==> src/rtl/core/button_touch_gesture_classifier_unit_assert.svh <==
// Assertion macros shared by the gesture classifier RTL.
// Expects signals clk and rst_n in the scope of each use.
`ifndef BUTTON_TOUCH_GESTURE_CLASSIFIER_UNIT_ASSERT_SVH
`define BUTTON_TOUCH_GESTURE_CLASSIFIER_UNIT_ASSERT_SVH
`ifndef SYNTHESIS
// same-cycle implication
`define BGC_AP(lbl, ante, cons, msg) \
  lbl: assert property (@(posedge clk) disable iff (!rst_n) (ante) |-> (cons)) \
    else $error(msg);
// next-cycle implication
`define BGC_AP_NEXT(lbl, ante, cons, msg) \
  lbl: assert property (@(posedge clk) disable iff (!rst_n) (ante) |=> (cons)) \
    else $error(msg);
`else
`define BGC_AP(lbl, ante, cons, msg)
`define BGC_AP_NEXT(lbl, ante, cons, msg)
`endif
`endif

==> src/rtl/core/bgc_pkg.sv <==
// Types, codes and reset constants of the gesture classifier.
// No dependencies.
package bgc_pkg;

  localparam int MAX_EV = 5;
  localparam int CNT_W  = 3;

  typedef enum logic [2:0] {
    EV_DOWN     = 3'd0,
    EV_SHORT    = 3'd1,
    EV_DOUBLE   = 3'd2,
    EV_LONG     = 3'd3,
    EV_VOL_DOWN = 3'd4,
    EV_VOL_UP   = 3'd5
  } ev_code_t;

  typedef enum logic [1:0] {
    SRC_UNKNOWN = 2'd0,
    SRC_KEY     = 2'd1,
    SRC_TOUCH   = 2'd2
  } src_t;

  typedef enum logic [2:0] {
    REG_LONG_HOLD      = 3'd0,
    REG_DOUBLE_WINDOW  = 3'd1,
    REG_TOUCH_MIN_GAP  = 3'd2,
    REG_TOUCH_CAN_TAP  = 3'd3,
    REG_REGULAR_TAP    = 3'd4,
    REG_VOL_DOWN_HOLD  = 3'd5,
    REG_VOL_UP_HOLD    = 3'd6,
    REG_TOUCH_DRAIN    = 3'd7
  } cfg_idx_t;

  localparam logic [15:0] RST_LONG_HOLD     = 16'd2000;
  localparam logic [15:0] RST_DOUBLE_WINDOW = 16'd350;
  localparam logic [15:0] RST_TOUCH_MIN_GAP = 16'd80;
  localparam logic [15:0] RST_TOUCH_CAN_TAP = 16'd60;
  localparam logic [15:0] RST_REGULAR_TAP   = 16'd30;
  localparam logic [15:0] RST_VOL_DOWN_HOLD = 16'd0;
  localparam logic [15:0] RST_VOL_UP_HOLD   = 16'd0;
  localparam logic [15:0] RST_TOUCH_DRAIN   = 16'd150;

  typedef struct packed {
    logic        key_now;
    logic        panel_now;
    logic        native_double_now;
    logic [31:0] sample_ms;
    logic        key_confirm;
    logic        panel_confirm;
    logic        native_double_confirm;
    logic [31:0] confirm_ms;
    logic        cancel_enabled;
  } poll_t;

  // all events caused by one poll, oldest in slot 0
  typedef struct packed {
    logic [CNT_W-1:0]         cnt;
    ev_code_t [MAX_EV-1:0]    code;
    src_t [MAX_EV-1:0]        src;
  } bundle_t;

  function automatic src_t pick_source(input logic key, input logic panel);
    src_t s;
    if (panel) s = SRC_TOUCH;
    else if (key) s = SRC_KEY;
    else s = SRC_UNKNOWN;
    return s;
  endfunction

endpackage

==> src/rtl/core/button_touch_gesture_classifier_unit.sv <==
// Top level of the button / touch gesture classifier.
// Depends on bgc_pkg, bgc_front, bgc_queue and bgc_back.
//
// channel   direction  handshake             beat contents
// in_       input      in_push / in_full     one poll: both samples, times, cancel level
// cfg_      input      cfg_we                one 16-bit register write, cfg_index 0..7
// out_      output     out_pop / out_empty   one event: code, source, last-of-poll flag
//
// Flow: a poll beat lands in the input register, is classified once the queue has
// room, and its events (one to four) go as one bundle into the queue; the serializer
// then loads the bundle and shows its first event on out_. It gives one event beat
// per cycle while out_pop is high; the input register can take a new poll before the
// last is through, unless the queue is full. Eventless polls leave no trace on out_.
// Reset: synchronous active-low rst_n clears gesture state, queue and loads the
// register defaults.
// Stalls: out_pop low backs up the queue; in_full rises only once the queue is full
// and a poll is waiting in the input register.
module button_touch_gesture_classifier_unit #(
  parameter int QUEUE_DEPTH = 2  // bundles between classifier and serializer, >= 2
) (
  input  logic        clk,
  input  logic        rst_n,
  input  logic        in_push,
  output logic        in_full,
  input  logic        in_key_now,
  input  logic        in_panel_now,
  input  logic        in_native_double_now,
  input  logic [31:0] in_sample_ms,
  input  logic        in_key_confirm,
  input  logic        in_panel_confirm,
  input  logic        in_native_double_confirm,
  input  logic [31:0] in_confirm_ms,
  input  logic        in_cancel_enabled,
  input  logic        cfg_we,
  input  logic [2:0]  cfg_index,
  input  logic [15:0] cfg_data,
  output logic        out_empty,
  input  logic        out_pop,
  output logic [2:0]  out_event_code,
  output logic [1:0]  out_event_source,
  output logic        out_last_event
);

  bgc_pkg::poll_t   poll;
  bgc_pkg::bundle_t push_data, pop_data;
  logic             q_push, q_full, q_pop, q_empty;

  always_comb begin
    poll.key_now               = in_key_now;
    poll.panel_now             = in_panel_now;
    poll.native_double_now     = in_native_double_now;
    poll.sample_ms             = in_sample_ms;
    poll.key_confirm           = in_key_confirm;
    poll.panel_confirm         = in_panel_confirm;
    poll.native_double_confirm = in_native_double_confirm;
    poll.confirm_ms            = in_confirm_ms;
    poll.cancel_enabled        = in_cancel_enabled;
  end

  // classifier: owns the gesture state and the config registers
  bgc_front u_front (
    .clk       (clk),
    .rst_n     (rst_n),
    .in_push   (in_push),
    .in_full   (in_full),
    .in_poll   (poll),
    .cfg_we    (cfg_we),
    .cfg_index (cfg_index),
    .cfg_data  (cfg_data),
    .q_full    (q_full),
    .q_push    (q_push),
    .q_data    (push_data)
  );

  // decouples polls from event beats
  bgc_queue #(
    .DEPTH (QUEUE_DEPTH)
  ) u_queue (
    .clk   (clk),
    .rst_n (rst_n),
    .push  (q_push),
    .wdata (push_data),
    .full  (q_full),
    .pop   (q_pop),
    .rdata (pop_data),
    .empty (q_empty)
  );

  // serializer: one event per out_ beat, last flag on the final one of a poll
  bgc_back u_back (
    .clk              (clk),
    .rst_n            (rst_n),
    .q_empty          (q_empty),
    .q_data           (pop_data),
    .q_pop            (q_pop),
    .out_empty        (out_empty),
    .out_pop          (out_pop),
    .out_event_code   (out_event_code),
    .out_event_source (out_event_source),
    .out_last_event   (out_last_event)
  );

endmodule

==> src/rtl/core/bgc_front.sv <==
// Front end: poll input register, config registers, gesture state and classification.
// Depends on bgc_pkg and the assertion macro header.
`include "button_touch_gesture_classifier_unit_assert.svh"
module bgc_front (
  input  logic             clk,
  input  logic             rst_n,
  input  logic             in_push,
  output logic             in_full,
  input  bgc_pkg::poll_t   in_poll,
  input  logic             cfg_we,
  input  logic [2:0]       cfg_index,
  input  logic [15:0]      cfg_data,
  input  logic             q_full,
  output logic             q_push,
  output bgc_pkg::bundle_t q_data
);

  logic [15:0] long_hold_r, dbl_win_r, min_gap_r, can_tap_r;
  logic [15:0] reg_tap_r, vd_hold_r, vu_hold_r, drain_ms_r;

  bgc_pkg::poll_t p_r;
  logic in_v_r, in_v_nxt;
  logic proc;

  logic          pressed_r, pressed_nxt;
  bgc_pkg::src_t psrc_r, psrc_nxt, tsrc_r, tsrc_nxt;
  logic [31:0]   ptime_r, ptime_nxt, rtime_r, rtime_nxt, dtime_r, dtime_nxt;
  logic          ptv_r, ptv_nxt, long_r, long_nxt, tap_r, tap_nxt;
  logic          dbl_r, dbl_nxt, drain_r, drain_nxt, dvalid_r, dvalid_nxt;
  logic          cprev_r, cprev_nxt;

  logic          rising, now_p, conf_p, touch;
  logic [31:0]   now_ms, held, gap, d_drain, long_diff, short_diff;
  logic [15:0]   min_tap;
  logic          in_window, gap_ok;
  logic          press_set, rel_set;
  logic [2:0]    n;
  bgc_pkg::bundle_t bnd;

  assign proc    = in_v_r && !q_full;
  assign in_full = in_v_r && q_full;
  assign in_v_nxt = (in_push && !in_full) ? 1'b1 : (proc ? 1'b0 : in_v_r);

  always_ff @(posedge clk) begin
    if (!rst_n) begin
      in_v_r <= 1'b0;
    end else begin
      in_v_r <= in_v_nxt;
    end
    if (in_push && !in_full) begin
      p_r <= in_poll;
    end
  end

  always_ff @(posedge clk) begin
    if (!rst_n) begin
      long_hold_r <= bgc_pkg::RST_LONG_HOLD;
      dbl_win_r   <= bgc_pkg::RST_DOUBLE_WINDOW;
      min_gap_r   <= bgc_pkg::RST_TOUCH_MIN_GAP;
      can_tap_r   <= bgc_pkg::RST_TOUCH_CAN_TAP;
      reg_tap_r   <= bgc_pkg::RST_REGULAR_TAP;
      vd_hold_r   <= bgc_pkg::RST_VOL_DOWN_HOLD;
      vu_hold_r   <= bgc_pkg::RST_VOL_UP_HOLD;
      drain_ms_r  <= bgc_pkg::RST_TOUCH_DRAIN;
    end else if (cfg_we) begin
      unique case (bgc_pkg::cfg_idx_t'(cfg_index))
        bgc_pkg::REG_LONG_HOLD:     long_hold_r <= cfg_data;
        bgc_pkg::REG_DOUBLE_WINDOW: dbl_win_r   <= cfg_data;
        bgc_pkg::REG_TOUCH_MIN_GAP: min_gap_r   <= cfg_data;
        bgc_pkg::REG_TOUCH_CAN_TAP: can_tap_r   <= cfg_data;
        bgc_pkg::REG_REGULAR_TAP:   reg_tap_r   <= cfg_data;
        bgc_pkg::REG_VOL_DOWN_HOLD: vd_hold_r   <= cfg_data;
        bgc_pkg::REG_VOL_UP_HOLD:   vu_hold_r   <= cfg_data;
        bgc_pkg::REG_TOUCH_DRAIN:   drain_ms_r  <= cfg_data;
        default: ;
      endcase
    end
  end

  always_ff @(posedge clk) begin
    if (!rst_n) begin
      pressed_r <= 1'b0;
      psrc_r    <= bgc_pkg::SRC_UNKNOWN;
      tsrc_r    <= bgc_pkg::SRC_UNKNOWN;
      ptime_r   <= '0;
      ptv_r     <= 1'b0;
      rtime_r   <= '0;
      long_r    <= 1'b0;
      tap_r     <= 1'b0;
      dbl_r     <= 1'b0;
      drain_r   <= 1'b0;
      dtime_r   <= '0;
      dvalid_r  <= 1'b0;
      cprev_r   <= 1'b0;
    end else begin
      pressed_r <= pressed_nxt;
      psrc_r    <= psrc_nxt;
      tsrc_r    <= tsrc_nxt;
      ptime_r   <= ptime_nxt;
      ptv_r     <= ptv_nxt;
      rtime_r   <= rtime_nxt;
      long_r    <= long_nxt;
      tap_r     <= tap_nxt;
      dbl_r     <= dbl_nxt;
      drain_r   <= drain_nxt;
      dtime_r   <= dtime_nxt;
      dvalid_r  <= dvalid_nxt;
      cprev_r   <= cprev_nxt;
    end
  end

  // elapsed times against the state held before this poll
  assign rising    = p_r.cancel_enabled && !cprev_r;
  assign now_p     = p_r.key_now || p_r.panel_now;
  assign conf_p    = p_r.key_confirm || p_r.panel_confirm;
  assign touch     = (psrc_r == bgc_pkg::SRC_TOUCH);
  assign d_drain   = p_r.sample_ms - dtime_r;
  assign held      = ptv_r ? (p_r.confirm_ms - ptime_r) : 32'd0;
  assign gap       = p_r.confirm_ms - rtime_r;
  assign min_tap   = (touch && p_r.cancel_enabled) ? can_tap_r : reg_tap_r;
  assign in_window = (gap <= {16'd0, dbl_win_r});
  assign gap_ok    = touch ? ((gap >= {16'd0, min_gap_r}) && in_window) : in_window;

  always_comb begin
    pressed_nxt = pressed_r;
    psrc_nxt    = psrc_r;
    tsrc_nxt    = tsrc_r;
    ptime_nxt   = ptime_r;
    ptv_nxt     = ptv_r;
    rtime_nxt   = rtime_r;
    long_nxt    = long_r;
    tap_nxt     = tap_r;
    dbl_nxt     = dbl_r;
    drain_nxt   = drain_r;
    dtime_nxt   = dtime_r;
    dvalid_nxt  = dvalid_r;
    cprev_nxt   = cprev_r;
    bnd         = '0;
    n           = 3'd0;
    press_set   = 1'b0;
    rel_set     = 1'b0;
    now_ms      = p_r.sample_ms;
    long_diff   = 32'd0;
    short_diff  = 32'd0;
    if (proc) begin
      cprev_nxt = p_r.cancel_enabled;
      if (rising) begin
        // re-arm: reload from the first sample, no events
        pressed_nxt = now_p;
        psrc_nxt    = bgc_pkg::pick_source(p_r.key_now, p_r.panel_now);
        tsrc_nxt    = bgc_pkg::SRC_UNKNOWN;
        ptime_nxt   = now_p ? p_r.sample_ms : 32'd0;
        ptv_nxt     = now_p;
        rtime_nxt   = '0;
        long_nxt    = 1'b0;
        tap_nxt     = 1'b0;
        dbl_nxt     = 1'b0;
        drain_nxt   = 1'b0;
        dtime_nxt   = '0;
        dvalid_nxt  = 1'b0;
      end else begin
        if (drain_r) begin
          tap_nxt = 1'b0;
          dbl_nxt = 1'b1;
          if (p_r.panel_now) begin
            dvalid_nxt = 1'b0;
            dtime_nxt  = '0;
          end else if (!dvalid_r) begin
            dtime_nxt  = p_r.sample_ms;
            dvalid_nxt = 1'b1;
          end else if (d_drain >= {16'd0, drain_ms_r}) begin
            drain_nxt  = 1'b0;
            dvalid_nxt = 1'b0;
            dtime_nxt  = '0;
            dbl_nxt    = 1'b0;
          end
        end
        // panel native double tap
        if (p_r.panel_now && p_r.native_double_now && !dbl_nxt) begin
          tap_nxt    = 1'b0;
          dbl_nxt    = 1'b1;
          drain_nxt  = 1'b1;
          dvalid_nxt = 1'b0;
          dtime_nxt  = '0;
          bnd.code[n] = bgc_pkg::EV_DOWN;
          bnd.src[n]  = bgc_pkg::SRC_TOUCH;
          n = n + 3'd1;
          bnd.code[n] = bgc_pkg::EV_DOUBLE;
          bnd.src[n]  = bgc_pkg::SRC_TOUCH;
          n = n + 3'd1;
        end
        // press change, confirmed by the debounce sample
        if ((now_p != pressed_r) && (conf_p != pressed_r)) begin
          now_ms      = p_r.confirm_ms;
          pressed_nxt = conf_p;
          if (conf_p) begin
            press_set = 1'b1;
            ptime_nxt = p_r.confirm_ms;
            ptv_nxt   = 1'b1;
            long_nxt  = 1'b0;
            psrc_nxt  = bgc_pkg::pick_source(p_r.key_confirm, p_r.panel_confirm);
            if (!p_r.native_double_confirm) begin
              dbl_nxt = 1'b0;
              bnd.code[n] = bgc_pkg::EV_DOWN;
              bnd.src[n]  = psrc_nxt;
              n = n + 3'd1;
            end
          end else begin
            if (!long_r && (vd_hold_r != 16'd0) && (held >= {16'd0, vd_hold_r})) begin
              tap_nxt  = 1'b0;
              tsrc_nxt = bgc_pkg::SRC_UNKNOWN;
              bnd.code[n] = bgc_pkg::EV_VOL_DOWN;
              bnd.src[n]  = psrc_r;
              n = n + 3'd1;
            end else if (!long_r && (vu_hold_r != 16'd0) && (held >= {16'd0, vu_hold_r})) begin
              tap_nxt  = 1'b0;
              tsrc_nxt = bgc_pkg::SRC_UNKNOWN;
              bnd.code[n] = bgc_pkg::EV_VOL_UP;
              bnd.src[n]  = psrc_r;
              n = n + 3'd1;
            end else if (!long_r && (held >= {16'd0, min_tap})) begin
              if (!dbl_nxt && tap_nxt && (tsrc_r == psrc_r) && gap_ok) begin
                tap_nxt = 1'b0;
                dbl_nxt = 1'b1;
                if (touch) begin
                  drain_nxt  = 1'b1;
                  dvalid_nxt = 1'b0;
                  dtime_nxt  = '0;
                end
                bnd.code[n] = bgc_pkg::EV_DOUBLE;
                bnd.src[n]  = psrc_r;
                n = n + 3'd1;
              end else if (touch && p_r.cancel_enabled && tap_nxt &&
                           (gap < {16'd0, min_gap_r})) begin
                // duplicate touch contact, dropped
              end else if (!dbl_nxt && !drain_nxt) begin
                tap_nxt   = 1'b1;
                tsrc_nxt  = psrc_r;
                rtime_nxt = p_r.confirm_ms;
                rel_set   = 1'b1;
              end
            end
          end
        end
        // a press time or release time set this poll reads as zero elapsed
        long_diff  = press_set ? 32'd0 : (now_ms - ptime_r);
        short_diff = rel_set ? 32'd0 : (now_ms - rtime_r);
        if (pressed_nxt && !long_nxt && ptv_nxt && (long_diff >= {16'd0, long_hold_r})) begin
          long_nxt = 1'b1;
          tap_nxt  = 1'b0;
          bnd.code[n] = bgc_pkg::EV_LONG;
          bnd.src[n]  = psrc_nxt;
          n = n + 3'd1;
        end
        if (!pressed_nxt && tap_nxt && !drain_nxt && (short_diff > {16'd0, dbl_win_r})) begin
          tap_nxt = 1'b0;
          bnd.code[n] = bgc_pkg::EV_SHORT;
          bnd.src[n]  = tsrc_nxt;
          n = n + 3'd1;
          tsrc_nxt = bgc_pkg::SRC_UNKNOWN;
        end
      end
    end
    bnd.cnt = n;
  end

  assign q_push = proc && (n != 3'd0);
  assign q_data = bnd;

  `BGC_AP(a_push_cnt, q_push, (q_data.cnt != 3'd0) && (q_data.cnt <= 3'(bgc_pkg::MAX_EV)), "event bundle count out of range")
  `BGC_AP(a_rearm_silent, proc && rising, !q_push, "re-arm poll produced events")
  `BGC_AP_NEXT(a_poll_held, in_v_r && !proc, in_v_r, "waiting poll dropped")

endmodule

==> src/rtl/core/bgc_queue.sv <==
// Short queue of event bundles between the classifier and the event serializer.
// Depends on bgc_pkg and the assertion macro header.
`include "button_touch_gesture_classifier_unit_assert.svh"
module bgc_queue #(
  parameter int DEPTH = 2
) (
  input  logic             clk,
  input  logic             rst_n,
  input  logic             push,
  input  bgc_pkg::bundle_t wdata,
  output logic             full,
  input  logic             pop,
  output bgc_pkg::bundle_t rdata,
  output logic             empty
);

  localparam int PW = $clog2(DEPTH);
  localparam int CW = $clog2(DEPTH + 1);

  bgc_pkg::bundle_t mem [DEPTH];
  logic [PW-1:0] wp_r, rp_r;
  logic [CW-1:0] cnt_r;

  assign empty = (cnt_r == '0);
  assign full  = (cnt_r == CW'(DEPTH));
  assign rdata = mem[rp_r];

  always_ff @(posedge clk) begin
    if (!rst_n) begin
      wp_r  <= '0;
      rp_r  <= '0;
      cnt_r <= '0;
    end else begin
      if (push) begin
        wp_r <= (wp_r == PW'(DEPTH - 1)) ? '0 : wp_r + 1'b1;
      end
      if (pop) begin
        rp_r <= (rp_r == PW'(DEPTH - 1)) ? '0 : rp_r + 1'b1;
      end
      if (push && !pop) cnt_r <= cnt_r + 1'b1;
      else if (pop && !push) cnt_r <= cnt_r - 1'b1;
    end
    if (push) begin
      mem[wp_r] <= wdata;
    end
  end

  `BGC_AP(a_no_ovf, push, !full, "push into full bundle queue")
  `BGC_AP(a_no_udf, pop, !empty, "pop from empty bundle queue")
  `BGC_AP_NEXT(a_cnt_hold, push && pop, $stable(cnt_r), "count moved on push with pop")

endmodule

==> src/rtl/core/bgc_back.sv <==
// Back end: takes one event bundle at a time and presents its events beat by beat.
// Depends on bgc_pkg and the assertion macro header.
`include "button_touch_gesture_classifier_unit_assert.svh"
module bgc_back (
  input  logic             clk,
  input  logic             rst_n,
  input  logic             q_empty,
  input  bgc_pkg::bundle_t q_data,
  output logic             q_pop,
  output logic             out_empty,
  input  logic             out_pop,
  output logic [2:0]       out_event_code,
  output logic [1:0]       out_event_source,
  output logic             out_last_event
);

  bgc_pkg::bundle_t bnd_r;
  logic             val_r;
  logic [2:0]       idx_r;
  logic             last, take;

  assign last  = (idx_r == (bnd_r.cnt - 3'd1));
  assign take  = !val_r || (out_pop && last);
  assign q_pop = take && !q_empty;

  always_ff @(posedge clk) begin
    if (!rst_n) begin
      val_r <= 1'b0;
      idx_r <= '0;
    end else if (take) begin
      val_r <= !q_empty;
      idx_r <= '0;
    end else if (out_pop) begin
      idx_r <= idx_r + 3'd1;
    end
    if (q_pop) begin
      bnd_r <= q_data;
    end
  end

  assign out_empty        = !val_r;
  assign out_event_code   = bnd_r.code[idx_r];
  assign out_event_source = bnd_r.src[idx_r];
  assign out_last_event   = last;

  `BGC_AP(a_idx_range, val_r, (bnd_r.cnt != 3'd0) && (idx_r < bnd_r.cnt), "event index past bundle")
  `BGC_AP_NEXT(a_mid_bundle, val_r && out_pop && !last, val_r, "bundle dropped before last event")
  `BGC_AP_NEXT(a_bundle_shown, q_pop, val_r, "bundle taken but not shown")

endmodule

==> config.mk <==
export PLATFORM = sky130hd
export DESIGN_NAME = button_touch_gesture_classifier_unit
export DESIGN_NICKNAME = d
export VERILOG_FILES = /design/src/rtl/core/bgc_pkg.sv /design/src/rtl/core/button_touch_gesture_classifier_unit.sv /design/src/rtl/core/bgc_front.sv /design/src/rtl/core/bgc_queue.sv /design/src/rtl/core/bgc_back.sv
export VERILOG_INCLUDE_DIRS = /design/src /design/src/rtl/core
export SDC_FILE = /design/constraint.sdc
export NUM_CORES = 1
export LEC_CHECK = 0
export BUFFER_PORTS_ARGS = -buffer_cell sky130_fd_sc_hd__buf_4
export CORE_MARGIN = 2
export CORE_UTILIZATION = 60
export DETAILED_ROUTE_END_ITERATION = 8
export PLACE_DENSITY_LB_ADDON = 0.1
export SLEW_MARGIN = 20
export SYNTH_ARGS = -nofsm -noshare
export SYNTH_HDL_FRONTEND = slang
export SYNTH_HIERARCHICAL = 1
export SYNTH_SLANG_ARGS = --single-unit
==> constraint.sdc <==
create_clock -name clk -period 9.3 [get_ports clk]
set_input_delay 1.86 -clock clk [delete_from_list [all_inputs] [get_ports clk]]
set_output_delay 1.86 -clock clk [all_outputs]
set_load 0.05 [all_outputs]
Yosys cells after proc, flatten, opt, wreduce, memory -nomap -nowiden. Memories as Yosys holds them, arrays and structs flattened. A register that Yosys moved wholly into a read port is not among the register bits. Index checks and enable logic that the tools add are counted.

Memories: 1. Bits of input ports: 95. RAM bits: 56. Bits in registers: 316.

Memories: u_queue.mem (words 2, width 28, read ports 1, clocked after memory_dff 1, write ports 1, line bgc_queue.sv:20) `bgc_pkg::bundle_t mem [DEPTH];`.

Equal/unequal tests: 18. Order comparisons: 16. $add $sub $neg: 14. Reductions and logical operators: 73. Bitwise gates (word level): 18. Muxes and demuxes: 214.

Operator list (number): 2-to-1 mux 32 bit (32); 2-to-1 mux 25 bit (15); greater-or-equal comparator 32 x 16 -> 1 bit (6); subtractor 32 bit (5); 2-to-1 mux 1 bit (97); 2-to-1 mux 3 bit (21); 2-to-1 mux 2 bit (30); bitwise mux 10 bit (4); logical AND 1 bit (34); > comparator 32 x 16 -> 1 bit (1); less-or-equal comparator 32 x 16 -> 1 bit (1); less-than comparator 32 x 16 -> 1 bit (1); nonzero test 16 bit (2); inverter 10 bit (3); demux 3 bit (select 3 bit) (3); bitwise AND 4 x 10 -> 10 bit (2); demux 2 bit (select 3 bit) (3); less-than comparator 3 x 4 -> 1 bit (second input constant) (4); 2-to-1 mux 16 bit (1); AND reduction 2 bit (8); bitwise AND 6 x 15 -> 15 bit (1); inverter 15 bit (1); logical NOT 1 bit (14); adder 3 x 1 -> 3 bit (second input constant) (4); other kinds (35) (60).

Depth between registers and ports, before layout. Gate-level depths: netlist of the first run.

Depth in word-level cells: 39. Mapped depth: 43.

By module. Netlist of the first run, hierarchy kept.

Modules (own cells, without submodules): bgc_front (area an instance 25728.4 um2, sequential area each 6876.6 um2, instances 1, cells an instance 3244); bgc_queue (area an instance 2243.4 um2, sequential area each 1781.7 um2, instances 1, cells an instance 109); bgc_back (area an instance 1316.3 um2, sequential area each 920.9 um2, instances 1, cells an instance 81).

Least setup slack after synthesis of the first run. No wires, ideal clock.

Kind: reg-to-reg. From: reg u_front/p_r[3] (netlist name). To: mem u_queue/mem[0][0] (netlist name) (enable). Arrival time: 8.033 ns. Stages on the path, launching flop included: 40. Path buffers: 3. Setup slack: 0.850 ns. Data required time: 8.882 ns. Setup time: 0.418 ns. Path through: edfxtp_1 -> ha_1 -> o211ai_1 -> a21oi_1 -> nor2_1 -> o21ai_0 -> a21o_1 -> a21oi_1 -> xnor2_1 -> and2_1 -> ha_1 -> a21o_1 -> a21o_1 -> a21oi_1 -> nor2b_1 -> o21ai_0 -> a21oi_1 -> a211o_1 -> (+4 left out) -> buf_1 -> nor2_1 -> ha_1 -> nor2b_1 -> o21a_1 -> o21ai_0 -> a21oi_1 -> o211ai_1 -> a211oi_1 -> o21ai_0 -> o2111ai_1 -> nor4b_1 -> nand4_1 -> nand3_1 -> or4_1 -> buf_2 -> a21oi_1 -> nor2b_1.

Word-level cells in the longest chain between the ends: 25. Elaborated cells on any way between the ends: 77. Those cells by class: add/sub: 6; order compare: 8; mux: 50; reduce/logical: 13.

RTL lines: from (decl) (line bgc_front.sv:21) `bgc_pkg::poll_t p_r;`; from (signal assigned) (line bgc_front.sv:51) `p_r <= in_poll;`; subtractor 32 bit (line bgc_front.sv:119) `assign gap = p_r.confirm_ms - rtime_r;`; greater-or-equal comparator 32 x 16 -> 1 bit or less-or-equal comparator 32 x 16 -> 1 bit (tied branches) (line bgc_front.sv:122, bgc_front.sv:121); logical AND 1 bit (line bgc_front.sv:122) `assign gap_ok = touch ? ((gap >= {16'd0, min_gap_r}) && in_window) : in_window;`; 2-to-1 mux 1 bit (line bgc_front.sv:122); logical AND 1 bit (line bgc_front.sv:222) `if (!dbl_nxt && tap_nxt && (tsrc_r == psrc_r) && gap_ok) begin`; 2-to-1 mux 3 bit (line bgc_front.sv:222); 2-to-1 mux 3 bit (line bgc_front.sv:221) `end else if (!long_r && (held >= {16'd0, min_tap})) begin`; 2-to-1 mux 3 bit (line bgc_front.sv:215) `end else if (!long_r && (vu_hold_r != 16'd0) && (held >= {16'd0, vu_hold_r})) begin`; (+10 left out); 2-to-1 mux 3 bit * (line bgc_front.sv:255) `if (!pressed_nxt && tap_nxt && !drain_nxt && (short_diff > {16'd0, dbl_win_r})) begin`; 2-to-1 mux 3 bit * (line bgc_front.sv:147) `if (rising) begin`; 2-to-1 mux 3 bit * (line bgc_front.sv:145) `if (proc) begin`; nonzero test 3 bit * (line bgc_front.sv:267) `assign q_push = proc && (n != 3'd0);`; logical AND 1 bit * (line bgc_front.sv:267); net q_push (line button_touch_gesture_classifier_unit.sv:46) `logic q_push, q_full, q_pop, q_empty;`; 2-to-1 mux 1 bit * (line bgc_queue.sv:43) `if (push) begin`; 2-to-1 mux 1 bit (not written as such) * (line bgc_queue.sv:44) `mem[wp_r] <= wdata;`; to (decl) (line bgc_queue.sv:20).

Mark *: on every way through the listed nets, which the timed path passes. The rest lies on a longest branch. The select of a mux whose other input is x is not followed.

Worst setup path after layout of the first run.
From: reg u_front/p_r[1] (netlist name). To: mem u_queue/mem[0][18] (netlist name) (enable).

Same word-level chain as after synthesis.

==> results of run 1 <==
worst register-to-register path: cells and delay by family (launching register included):
kind / cells / cell delay (ns)
compound gates: 16 / 3.63
xor+xnor: 1 / 0.17
fa+ha+maj: 4 / 1.07
buf+inv: 3 / 0.52
flops: 1 / 0.43
simple gates: 13 / 2.68
worst paths after layout:
kind | end | slack, ns | cells past startpoint
max | u_queue/mem[0][18] | 0.45 | 37
max reg2reg | u_queue/mem[0][18] | 0.45 | 37
min reg2reg | u_front/rtime_r[15] | 0.45 | 2
min | u_front/rtime_r[15] | 0.45 | 2
repair_timing:
| item | CTS | global route |
|---|---|---|
| resized for setup | 0 | 2 |
| endpoints found under the setup margin | 0 | 59 |
| setup buffers | 0 | 4 |
synthesized netlist by cell type, types with 9 or more instances:
cell,number,area [um^2]
nor3_1,48,240
xor2_1,44,385
o211ai_1,52,390
inv_1,256,961
a21boi_0,123,923
a41oi_1,9,78.8
o21ai_0,130,651
nand4_1,75,469
a211o_1,10,87.6
or2_2,9,56.3
buf_2,27,135
o21ai_1,20,100
o21bai_1,9,67.6
nand2b_1,40,250
o21a_1,32,240
dfxtp_1,246,4920
nor2_1,215,807
a221oi_1,37,324
nor3b_1,41,308
a21o_1,78,586
clkbuf_1,107,402
nor2b_1,34,213
edfxtp_1,155,4650
xnor2_1,57,499
a211oi_1,36,270
nand3_1,77,385
a21oi_1,218,1090
a31oi_1,31,194
nor4_1,24,150
o2111ai_1,12,105
and4_1,12,105
buf_4,24,180
ha_1,291,3640
or3_1,13,81.3
a21boi_1,21,158
a22o_1,34,298
mux2_2,65,732
o22ai_1,10,62.6
mux2i_1,32,320
and3_1,29,181
nand2_1,452,1700
o31ai_1,12,90.1
and2_1,32,200
sequential cells by signal (all words and copies together) (netlist names), 16 cells and up, named ones only:
name and cells:
u_front/vd_hold_r 16, u_queue/mem 56, u_front/rtime_r 32, u_front/vu_hold_r 16, u_front/dtime_r 32, u_back/bnd_r 28, u_front/p_r 71, u_front/can_tap_r 16
u_front/dbl_win_r 16, u_front/min_gap_r 16, u_front/drain_ms_r 16, u_front/long_hold_r 16, u_front/ptime_r 32, u_front/reg_tap_r 16
per-stage QoR:
stage	instances	hold slack [ns]	power, mW	setup WS, ns
CTS	4103	0.454	6.39	0.348
global route	4107	0.466	6.73	0.0442
global placement	4020	0.440	4.45	0.576
finish	4107	0.452	6.44	0.449
detailed placement	4020	0.445	4.51	0.418
floorplan	3441	0.435	3.83	0.850
power groups by stage:
stage / clock network (mW) / logic [mW] / registers (mW)
floorplan: 0 / 1.75 / 2.08
global route: 1.96 / 2.66 / 2.11
detailed placement: 0 / 2.38 / 2.13
finish: 1.87 / 2.47 / 2.10
CTS: 1.89 / 2.40 / 2.10
global placement: 0 / 2.32 / 2.13
area by class of cell:
| class | count | area (um^2) |
|---|---|---|
| repair buffers | 135 | 1010 |
| clock inverters | 33 | 354 |
| well taps | 615 | 769 |
| clock buffers | 50 | 1180 |
| inverters | 256 | 961 |
| multi-input cells | 2617 | 18100 |
| flip-flops and latches | 401 | 9580 |
| fillers | 3890 | 16000 |
routing by layer:
metal	vias to the layer above	wire length, um
met5	-	0
met2	1299	42900
met4	0	4530
li1	12546	-
met1	12855	38300
met3	263	7960
kinds of logic after synthesis:
| kind of cell | after synthesis | synth area share |
|---|---|---|
| buffers and inverters | 423 | 0.0591 |
| AO/OA/AOI/OAI | 964 | 0.226 |
| XOR/XNOR | 102 | 0.0311 |
| flip-flops | 401 | 0.327 |
| AND/OR/NAND/NOR | 1143 | 0.188 |
| other | 1 | 0.000128 |
| adder cells (fa/ha/maj) | 297 | 0.128 |
| multiplexers | 103 | 0.0402 |
==> flow_summary_export.csv, run 1 <==
group,metric,value,unit
final_layout,post-route-util,0.666,
cts,htree_levels,2,
timing,hold_violations,0,
drt,via_per_inst,6.57,
grt,grt_pass1_wl,143,mm
pwr,powerDensity,202,nW/um^2
final_layout,nNetsFinal,3848,
drt,wl_per_cell,22.8,um
floorplan,die_h,225,um
critical_path,r2r_start,"u_front/p_r[1]",
grt,grt_util_all_layers,0.363,
critical_path,startpoint,"u_front/p_r[1]",
cts,postCtsHoldBufs,0,
placed_design,io_buffer_count,102,
timing,setup_viol,0,
pwr,ir_worst_vdd,182,uV
final_layout,antennaDiodeCount,0,
timing,maxSlewViolCount,0,
synth,yosys_warnings,6,
synth,synth_area,29300,um^2
pwr,pwr-share-clk,0.290,
floorplan,design.core.area,47900,um^2
critical_path,crit_slowest_cell,"or4_1",
timing,tns,0,ns
placed_design,dp_hpwl,71.1,mm
critical_path,start_kind,"flop",
cts,worst_skew_pair.late_latency,0.59,ns
floorplan,die_w,225,um
critical_path,required,9.54,ns
cts,cts_sinks,401,
status,outcome,"completed",
cts,numCtsBuffers,46,
critical_path,crit_path_end_kind,"flop",
drt,drc_errors,0,
timing,fin_skew,0.0288,ns
critical_path,critical-path-top-delay-family,"compound AO/OA/AOI/OAI gates",
critical_path,cp_num_buf_inv,3,
grt,gr-usage-met3,0.0571,
timing,fmax,113,MHz
critical_path,slowest_delay,0.60,ns
grt,grt_pass1_vias,26015,
synth,syn_inst,3434,
synth,synth.avg_cell_area,8.53,um^2
final_layout,fin_area,31900,um^2
pwr,p_leak,12.2,nW
cts,clkSlewWorstSetupHoldPaths,0.06,ns
timing,tightestPinTransition,1.10,ns
min_path,min_path_type,"flop to flop",
synth,async_reset_ff_frac,0,
drt,antenna_left,0,
pwr,pwr-share-comb,0.383,
floorplan,num_io_pins,103,
grt,grt.overflow.total,0,
timing,rsz0062_at_grt,"false",
final_layout,area_delta_synth_final,9.07,%
cts,clock-root-buffer,"clkbuf_16",
synth,ys_ff_latch,401,
synth,synth_edf_count,155,
drt,wl,93.6,mm
floorplan,initial_core_util,0.611,
synth,ys_seq_area_frac,0.327,
pwr,pwr-share-seq,0.326,
pwr,p_int,4.01,mW
floorplan,dieArea,50600,um^2
final_layout,final_cell_mix,"452 x nand2_1, 291 x ha_1, 256 x inv_1, 245 x dfxtp_1, 217 x a21oi_1",
final_layout,drive_above_1_share,0.0997,
synth,synth_cell_type_count,105,
floorplan,rows,80,
critical_path,worst-path-max-fanout,29,
min_path,worstHoldStart,"u_front/rtime_r[15]",
run,maxCapViolCount,0,
cts,cts.path.max_buffers,3,
pwr,switching_power,2.43,mW
final_layout,final_common_cell,"nand2_1",
synth,synth_flop_cell,"dfxtp_1",
placed_design,place.gp.congestion,1.02,
cts,tritoncts,"built",
timing,relSlewSlack,0.261,
grt,grt_antenna_before_repair,2,
pwr,p_sw_frac,0.377,
timing,period_minus_slack,8.85,ns
timing,fin_crit_sh,0.952,
drt,vias,26963,
grt,gr-usage-met1,0.467,
grt,top_usage_layer,"met2",
critical_path,criticalPathCategory,"flop to flop",
critical_path,cp.arrival,9.09,ns
drt,drt_iter0_markers,2703,
grt,grt_max_degree,94,
drt,dr.pass1.iters,6,
placed_design,place_area,30400,um^2
grt,use_met2,0.600,
Power figures use the tool's default switching activity.
==> run 2: changes to the inputs <==
--- a/config.mk
+++ b/config.mk
@@ -8,7 +8,7 @@
 export LEC_CHECK = 0
 export BUFFER_PORTS_ARGS = -buffer_cell sky130_fd_sc_hd__buf_4
 export CORE_MARGIN = 2
-export CORE_UTILIZATION = 60
+export CORE_UTILIZATION = 58
 export DETAILED_ROUTE_END_ITERATION = 8
 export PLACE_DENSITY_LB_ADDON = 0.1
 export SLEW_MARGIN = 20
==> constraint.sdc (replaced) <==
create_clock -name clk -period 7.4 [get_ports clk]
set_input_delay 1.48 -clock clk [delete_from_list [all_inputs] [get_ports clk]]
set_output_delay 1.48 -clock clk [all_outputs]
set_load 0.05 [all_outputs]
==> flow_summary_export.csv, run 2 (same netlist as run 1, synthesis figures left out) <==
group,metric,value,unit
status,outcome,"complete, but fails checks",
status,violations,"negative setup slack",
timing,fin_skew,0.0278,ns
floorplan,die_h,229,um
timing,period_minus_slack,7.81,ns
final_layout,final_common_cell,"nand2_1",
cts,clkSlewWorstSetupHoldPaths,0.06,ns
floorplan,dieArea,52300,um^2
final_layout,nNetsFinal,4172,
drt,wl,96.2,mm
placed_design,place.gp.congestion,1.02,
timing,holdWs,0.456,ns
final_layout,post-route-util,0.699,
floorplan,num_io_pins,103,
timing,tns,-22.04,ns
cts,cts.path.max_buffers,3,
pwr,p_leak,13.8,nW
drt,antenna_left,0,
final_layout,drive_above_1_share,0.189,
final_layout,fin_cells,4488,
final_layout,final_cell_mix,"451 x nand2_1, 448 x buf_4, 284 x ha_1, 253 x inv_1, 245 x dfxtp_1",
pwr,powerDensity,243,nW/um^2
critical_path,crit_slowest_cell,"or4_4",
drt,dr.pass1.iters,6,
placed_design,io_buffer_count,102,
placed_design,dpl.cell_count,4366,
timing,relSlewSlack,0.245,
critical_path,criticalPathCategory,"flop to flop",
cts,tritoncts,"built",
min_path,min_path_type,"flop to flop",
cts,worst_skew_pair.late_latency,0.59,ns
timing,maxSlewViolCount,0,
final_layout,largest_reg_flops,71,
timing,tightestPinTransition,1.13,ns
floorplan,rows,82,
critical_path,crit_path_end_kind,"flop",
drt,vias,28032,
drt,drc_errors,0,
grt,grt_pass1_vias,27996,
min_path,worstHoldStart,"u_front/rtime_r[12]",
run,maxCapViolCount,0,
drt,via_per_inst,6.25,
grt,grt_util_all_layers,0.357,
critical_path,startpoint,"u_front/p_r[37]",
drt,drt_iter0_markers,2207,
grt,grt_pass1_wl,148,mm
final_layout,area_delta_synth_final,19.2,%
critical_path,cp.arrival,8.09,ns
timing,setup_viol,59,
cts,clock-root-buffer,"clkbuf_16",
grt,grt_antenna_before_repair,0,
cts,htree_levels,2,
drt,wl_per_cell,21.4,um
critical_path,worst-path-max-fanout,7,
floorplan,design.core.area,50000,um^2
final_layout,antennaDiodeCount,0,
placed_design,dp_hpwl,72.9,mm
grt,grt_max_degree,118,
grt,grt.overflow.total,0,
final_layout,regMostFlops,"u_front/p_r",
cts,postCtsHoldBufs,0,
placed_design,pre_cts_ws,-0.794,ns
floorplan,die_w,229,um
critical_path,start_kind,"flop",
cts,numCtsBuffers,46,
timing,fin_crit_sh,1.06,
cts,cts_sinks,401,
final_layout,top_regs,"u_front/p_r: 71 flops, u_queue/mem: 56 flops",
timing,fmax,128,MHz
floorplan,initial_core_util,0.586,
timing,hold_violations,0,
pwr,ir_worst_vdd,200,uV
timing,rsz0062_at_grt,"true",
critical_path,slowest_delay,0.56,ns
critical_path,r2r_start,"u_front/p_r[37]",
critical_path,required,7.68,ns
timing,finalWorstSetupSlack,-0.408,ns
[run 2: cell types whose count changed in the layout (fill, tap and decap cells not counted), sizes merged]
cell	previous run	this run
clkinvlp	7	0
inv	261	257
clkinv	15	13
buf	135	457
bufinv	6	7
clkbuf	50	64
[run 2: timing repair]
action,in CTS,in global routing
resized for setup,59,26
gates cloned,0,4
setup buffers,29,6
endpoints found under the setup margin,74,74
pin swaps,37,40
hold endpoints to repair,0,0
[run 2: final cells by class]
class	count	area, um^2
Multi-Input combinational cell	2617	18500
Fill cell	3910	15000
Sequential cell	401	9580
Timing Repair Buffer	459	3540
Clock buffer	62	1240
Inverter	256	961
Tap cell	672	841
Clock inverter	21	289
[run 2: metal layers]
layer,routed length (um),vias to the layer above,global-route usage
met5,0,-,0
met2,45100,1145,0.605
met4,5050,0,0.181
met3,6680,287,0.0535
li1,-,13171,-
met1,39400,13429,0.441
[run 2: final timing paths]
| kind | endpoint | slack, ns | depth (start not counted) |
|---|---|---|---|
| max | u_queue/mem[0][5] | -0.41 | 36 |
| max reg2reg | u_queue/mem[0][5] | -0.41 | 36 |
| min | u_front/rtime_r[12] | 0.46 | 2 |
| min reg2reg | u_front/rtime_r[12] | 0.46 | 2 |
[run 2: critical path: cells and delay by family (launching register included)]
family / cells / cell delay [ns]
flip-flops: 1 / 0.50
buffers and inverters: 3 / 0.50
AND/OR/NAND/NOR: 12 / 2.39
adder cells (fa/ha/maj): 3 / 0.79
XOR/XNOR: 1 / 0.13
AO/OA/AOI/OAI: 17 / 3.16
[run 2: through the flow]
stage	power (mW)	instance area (um^2)
floorplan	4.82	29300
global placement	5.87	32700
detailed placement	5.97	32700
CTS	8.40	34700
global route	8.91	34900
finish	8.49	34900
[run 2: where the power goes]
group	internal, mW	total [mW]	switching, mW	leakage [nW]
sequential	2.50	2.62	0.120	3.45
combinational	1.47	3.51	2.04	9.65
clock	1.42	2.36	0.943	0.746
